--- src/design/tqle_pkg.sv ---
`default_nettype none

package tqle_pkg;

  localparam int NUM_STATES  = 1024;
  localparam int NUM_ACTIONS = 4;
  localparam int VALUE_WIDTH = 32;
  localparam int STATE_W     = 10;
  localparam int ACT_W       = 2;
  localparam int FRAC_W      = 16;
  localparam int EPS_W       = 17;
  localparam int ROW_W       = NUM_ACTIONS * VALUE_WIDTH;

  typedef enum logic {
    OP_CHOOSE = 1'b0,
    OP_UPDATE = 1'b1
  } op_e;

  typedef enum logic {
    CFG_LEARNING_RATE   = 1'b0,
    CFG_DISCOUNT_FACTOR = 1'b1
  } cfg_idx_e;

  typedef enum logic [3:0] {
    ST_CLEAR,
    ST_IDLE,
    ST_READ,
    ST_MAX,
    ST_DONE,
    ST_SCALE,
    ST_DIFF,
    ST_STEP,
    ST_WRITE
  } back_state_e;

  typedef struct packed {
    op_e                       opcode;
    logic [STATE_W-1:0]        state_index;
    logic [ACT_W-1:0]          action_index;
    logic signed [VALUE_WIDTH-1:0] reward;
    logic [STATE_W-1:0]        next_state_index;
    logic [EPS_W-1:0]          explore_threshold;
    logic [FRAC_W-1:0]         random_fraction;
    logic [ACT_W-1:0]          random_action;
  } in_item_t;

  typedef struct packed {
    logic [ACT_W-1:0]          chosen_action;
    logic                      explored;
    logic signed [VALUE_WIDTH-1:0] updated_value;
    logic                      saturated;
  } out_item_t;

  typedef struct packed {
    op_e                       op;
    logic [STATE_W-1:0]        state_index;
    logic [ACT_W-1:0]          action_index;
    logic [VALUE_WIDTH-1:0]    reward;
    logic [STATE_W-1:0]        next_state_index;
    logic                      explore;
    logic [ACT_W-1:0]          random_action;
  } cmd_t;

  typedef struct packed {
    logic [FRAC_W-1:0] learning_rate;
    logic [FRAC_W-1:0] discount_factor;
  } cfg_t;

  typedef struct packed {
    logic clearing;
  } back_status_t;

endpackage

`default_nettype wire

--- src/design/tqle_fifo.sv ---
`default_nettype none

module tqle_fifo #(
  parameter int WIDTH = 8,
  parameter int DEPTH = 2
) (
  input  wire logic             clk_i,
  input  wire logic             rst_ni,
  input  wire logic             push_i,
  input  wire logic [WIDTH-1:0] wdata_i,
  output logic                  full_o,
  input  wire logic             pop_i,
  output logic      [WIDTH-1:0] rdata_o,
  output logic                  empty_o
);

  localparam int AW = (DEPTH > 1) ? $clog2(DEPTH) : 1;

  logic [WIDTH-1:0] mem_q [DEPTH];
  logic [AW-1:0]    wptr_q, wptr_d, rptr_q, rptr_d;
  logic [AW:0]      cnt_q, cnt_d;
  logic             do_push, do_pop;

  assign full_o  = (cnt_q == (AW+1)'(DEPTH));
  assign empty_o = (cnt_q == '0);
  assign do_push = push_i & ~full_o;
  assign do_pop  = pop_i & ~empty_o;
  assign rdata_o = mem_q[rptr_q];

  always_comb begin
    wptr_d = wptr_q;
    rptr_d = rptr_q;
    cnt_d  = cnt_q;
    if (do_push) begin
      wptr_d = (wptr_q == AW'(DEPTH-1)) ? '0 : wptr_q + 1'b1;
    end
    if (do_pop) begin
      rptr_d = (rptr_q == AW'(DEPTH-1)) ? '0 : rptr_q + 1'b1;
    end
    if (do_push && !do_pop) begin
      cnt_d = cnt_q + 1'b1;
    end else if (do_pop && !do_push) begin
      cnt_d = cnt_q - 1'b1;
    end
  end

  always_ff @(posedge clk_i or negedge rst_ni) begin
    if (!rst_ni) begin
      wptr_q <= '0;
      rptr_q <= '0;
      cnt_q  <= '0;
    end else begin
      wptr_q <= wptr_d;
      rptr_q <= rptr_d;
      cnt_q  <= cnt_d;
    end
  end

  always_ff @(posedge clk_i) begin
    if (do_push) begin
      mem_q[wptr_q] <= wdata_i;
    end
  end

endmodule

`default_nettype wire

--- src/design/tqle_front.sv ---
`default_nettype none

module tqle_front (
  input  wire logic                         clk_i,
  input  wire logic                         rst_ni,
  input  wire logic                         push,
  input  wire tqle_pkg::in_item_t           in_data_i,
  output logic                              full,
  input  wire tqle_pkg::back_status_t       status_i,
  output logic                              cmd_valid_o,
  output tqle_pkg::cmd_t                    cmd_o,
  input  wire logic                         cmd_pop_i
);

  import tqle_pkg::*;

  cmd_t cmd_in;
  logic q_full, q_empty;

  // epsilon test: explore iff fraction < threshold
  always_comb begin
    cmd_in.op               = in_data_i.opcode;
    cmd_in.state_index      = in_data_i.state_index;
    cmd_in.action_index     = in_data_i.action_index;
    cmd_in.reward           = in_data_i.reward;
    cmd_in.next_state_index = in_data_i.next_state_index;
    cmd_in.explore          = ({1'b0, in_data_i.random_fraction} < in_data_i.explore_threshold);
    cmd_in.random_action    = in_data_i.random_action;
  end

  assign full        = q_full | status_i.clearing;
  assign cmd_valid_o = ~q_empty;

  tqle_fifo #(
    .WIDTH ($bits(cmd_t)),
    .DEPTH (2)
  ) u_cmd_q (
    .clk_i   (clk_i),
    .rst_ni  (rst_ni),
    .push_i  (push & ~status_i.clearing),
    .wdata_i (cmd_in),
    .full_o  (q_full),
    .pop_i   (cmd_pop_i),
    .rdata_o (cmd_o),
    .empty_o (q_empty)
  );

endmodule

`default_nettype wire

--- config.mk ---
export PLATFORM = sky130hd
export DESIGN_NAME = tqle_front
export DESIGN_NICKNAME = d
export VERILOG_FILES = /design/src/design/tqle_pkg.sv /design/src/design/tqle_fifo.sv /design/src/design/tqle_front.sv
export SDC_FILE = /design/constraint.sdc
export NUM_CORES = 1
export LEC_CHECK = 0
export ABC_CLOCK_PERIOD_IN_PS = 4150
export BUFFER_PORTS_ARGS = -buffer_cell sky130_fd_sc_hd__buf_2
export CAP_MARGIN = 30
export CORE_MARGIN = 8
export CORE_UTILIZATION = 40
export DETAILED_ROUTE_END_ITERATION = 8
export HOLD_SLACK_MARGIN = 0.12
export PLACE_DENSITY = 0.65
export SYNTH_ARGS = -nofsm -noshare
export SYNTH_HDL_FRONTEND = slang
export SYNTH_SLANG_ARGS = --single-unit
--- constraint.sdc ---
create_clock -name clk_i -period 4.15 [get_ports clk_i]
set_input_delay 0.2075 -clock clk_i [delete_from_list [all_inputs] [get_ports clk_i]]
set_output_delay 0.2075 -clock clk_i [all_outputs]
set_load 0.005 [all_outputs]
==> run summary <==
clock sink count = 120
residual antenna-violating net count after detailed routing = 0
I/O pin cnt = 155
ant diodes = 0
Worst EP arrival = 2.32 ns
proportion of synthesized chip area in sequential cells = 0.755
final-report max-slew violation count = 0
core region area = 11500 um^2
insertion delay of the later-clocked pin in the worst-skew pair = 0.40 ns
actual transition at the worst max-transition pin = 0.827 ns
Final Setup Violations = 0
maximum vdd ir drop = 0.289 mV
Die Footprint = 15600 um^2
Distinct cells, synth = 25
count of state elements after synthesis = 120
CTS Root Buffer Type = clkbuf_16
post-synthesis area per instance = 18.7 um^2
R2R Path Start = u_cmd_q.cnt_q[0]$_DFFE_PN0P_
Critical Path Fanout Max = 35
biggest area consumer among synthesized cells = edfxtp_1
first-pass GRT wire length = 16800 um
estimated wirelength of the detail-placed design = 7110 um
DRC marker count from the first detailed-route iteration = 145
buffer depth of the longest clock path = 2
Critical Path End Type = output port
TritonCTS clock tree = done
vias in the first global route = 3397
slack of the worst reg-to-reg path = 2.47 ns
Period Utilization, post-route = 0.608
vias per inst = 4.66
Die Ht = 125 um
Relative slew margins = 0.449
length in cells of the worst reg-to-reg path = 4
final routed DRC violation total = 0
effective utilization at floorplan = 0.412
cell area after synthesis = 4740 um^2
Final Hold Fails = 0
via total after detailed routing = 2980
Layout fillers = 839
Highest Clock Rate = 396 MHz
die boundary width = 125 um
total global-route track usage = 0.136
time the final worst path needs with I/O delays and setup = 2.52 ns
placed standard-cell area = 5740 um^2
WL per Instance = 16.3 um
number of max-cap violations = 0
net count of the mapped netlist = 365
non-filler cells in the finished layout = 640
Commonest cells post-synth = edfxtp_1 (116), mux2_2 (58), inv_1 (18), ha_1 (16), a21oi_1 (8)
largest net degree at the start of global routing = 36
Warnings, synthesis = 0
Crit Path Category = reg -> out
setup repair after global routing missed its margin = false
summed area of non-filler cells in the final layout = 6940 um^2
global route overflow = 0
commonest register cell after synthesis = edfxtp_1
TritonCTS Buffers = 17
Required @ worst endpoint = 3.94 ns
number of standard cells after synthesis = 254
Leak = 2.80 nW
worst reg2reg endpoint = u_cmd_q.mem_q[1][47]$_DFFE_PP_
growth of design area from synthesis to finish = 46.3%
total number of H-tree levels = 4
most repeated cell in the gate-level netlist after synthesis = edfxtp_1
dominant cells by area after synthesis = edfxtp_1 (73%), mux2_2 (14%), ha_1 (4.2%), dfrtp_1 (2.1%), inv_1 (1.4%)
status = finished, final reports clean
startpoint class of the critical path = register
total length of routed wires = 10400 um
number of enable-type register cells in the synthesized netlist = 116
initial antenna violation count = 0
share of flip-flops with an asynchronous set or reset = 0.0333
cell row count = 39
clock slew seen by the registers of the worst setup and hold paths = 0.05 ns
class of the worst hold path = in -> async
accumulated negative setup slack = 0 ns
proportion of netlist area held by the largest area contributor = 0.734
count of input and output buffers = 154
number of iterations in the first detailed-routing pass = 4
placed cells = 550
Nets = 596
routability-driven placement congestion ratio = 0.711
power density cells = 578 nW/um^2
post-route clock skew = 0.00664 ns
layout cells sized above 1 = 0.503
Power, Total = 4.01 mW
state kept, by name, summed over array words and instances, names as in the netlist:
name and flops:
u_cmd_q.cnt_q 2, u_cmd_q.mem_q 116, u_cmd_q.rptr_q 1, u_cmd_q.wptr_q 1
critical path: stages, from the launching register on:
cell and delay (ns):
dfrtp_2 0.90, buf_4 0.47, mux2_2 0.40, buf_2 0.13
metal layers:
metal / global-route usage / routed length [um] / vias up / part of all wire
met2: 0.225 / 5000 / 111 / 0.48
met5: 0 / 0 / - / 0
li1: - / - / 1432 / -
met1: 0.157 / 4630 / 1425 / 0.44
met3: 0.0505 / 673 / 12 / 0.065
met4: 0.0566 / 115 / 0 / 0.011
how the worst max path moves through the flow:
stage / from / to / cells after the start
3_3_place_gp: u_cmd_q.cnt_q[0]$_DFFE_PN0P_ / u_cmd_q.mem_q[0][50]$_DFFE_PP_ / 5
3_5_place_dp: u_cmd_q.rptr_q$_DFFE_PN0P_ / cmd_o[44] / 3
2_1_floorplan: u_cmd_q.cnt_q[0]$_DFFE_PN0P_ / u_cmd_q.mem_q[0][0]$_DFFE_PP_ / 4
5_1_grt: u_cmd_q.rptr_q$_DFFE_PN0P_ / cmd_o[20] / 3
4_1_cts: u_cmd_q.rptr_q$_DFFE_PN0P_ / cmd_o[44] / 3
6_report: u_cmd_q.rptr_q$_DFFE_PN0P_ / cmd_o[20] / 3
layout make-up:
| type | count | area [um^2] | area share |
|---|---|---|---|
| Timing Repair Buffer | 219 | 1430 | 0.206 |
| Clock buffer | 19 | 433 | 0.0624 |
| Inverter | 18 | 67.6 | 0.00973 |
| Sequential cell | 120 | 3580 | 0.516 |
| Multi-Input combinational cell | 109 | 1070 | 0.154 |
| Clock inverter | 12 | 176 | 0.0254 |
| Tap cell | 143 | 179 | 0.0258 |
power by group:
| part | switching (mW) | internal (mW) |
|---|---|---|
| clock network | 0.500 | 1.00 |
| logic | 0.387 | 0.505 |
| registers | 0.111 | 1.51 |
| total | 0.998 | 3.02 |
cell usage in the layout (no fill, tap or decap), types with 6 or more instances in the layout:
master           n
dlygate4sd3_1   59
edfxtp_1       116
clkbuf_16       17
a21oi_1          8
buf_2          154
inv_1           18
nand2_1          6
mux2_2          58
ha_1            16
cell families after synthesis:
family | count (synthesis) | synth area share
XOR/XNOR | 5 | 0.00923
adder cells (fa/ha/maj) | 16 | 0.0422
buffers and inverters | 25 | 0.0214
AND/OR/NAND/NOR | 16 | 0.0169
flip-flops | 120 | 0.755
multiplexers | 58 | 0.138
AO/OA/AOI/OAI | 14 | 0.0174
stage by stage:
stage	setup slack, ns	hold WS, ns	utilization
CTS	1.56	0.139	0.603
detailed placement	2.00	0.0224	0.498
finish	1.63	0.155	0.603
floorplan	0.501	-0.0881	-
global route	1.48	0.156	0.603
global placement	1.80	0.0191	0.495
what timing repair did:
item                                   in CTS  in global routing
hold buffers                               59                  0
endpoints found under the hold margin     119                  0
buffers inserted                            0                  0
gates resized for setup                     0                  0
(Power assumes the default switching activity.)
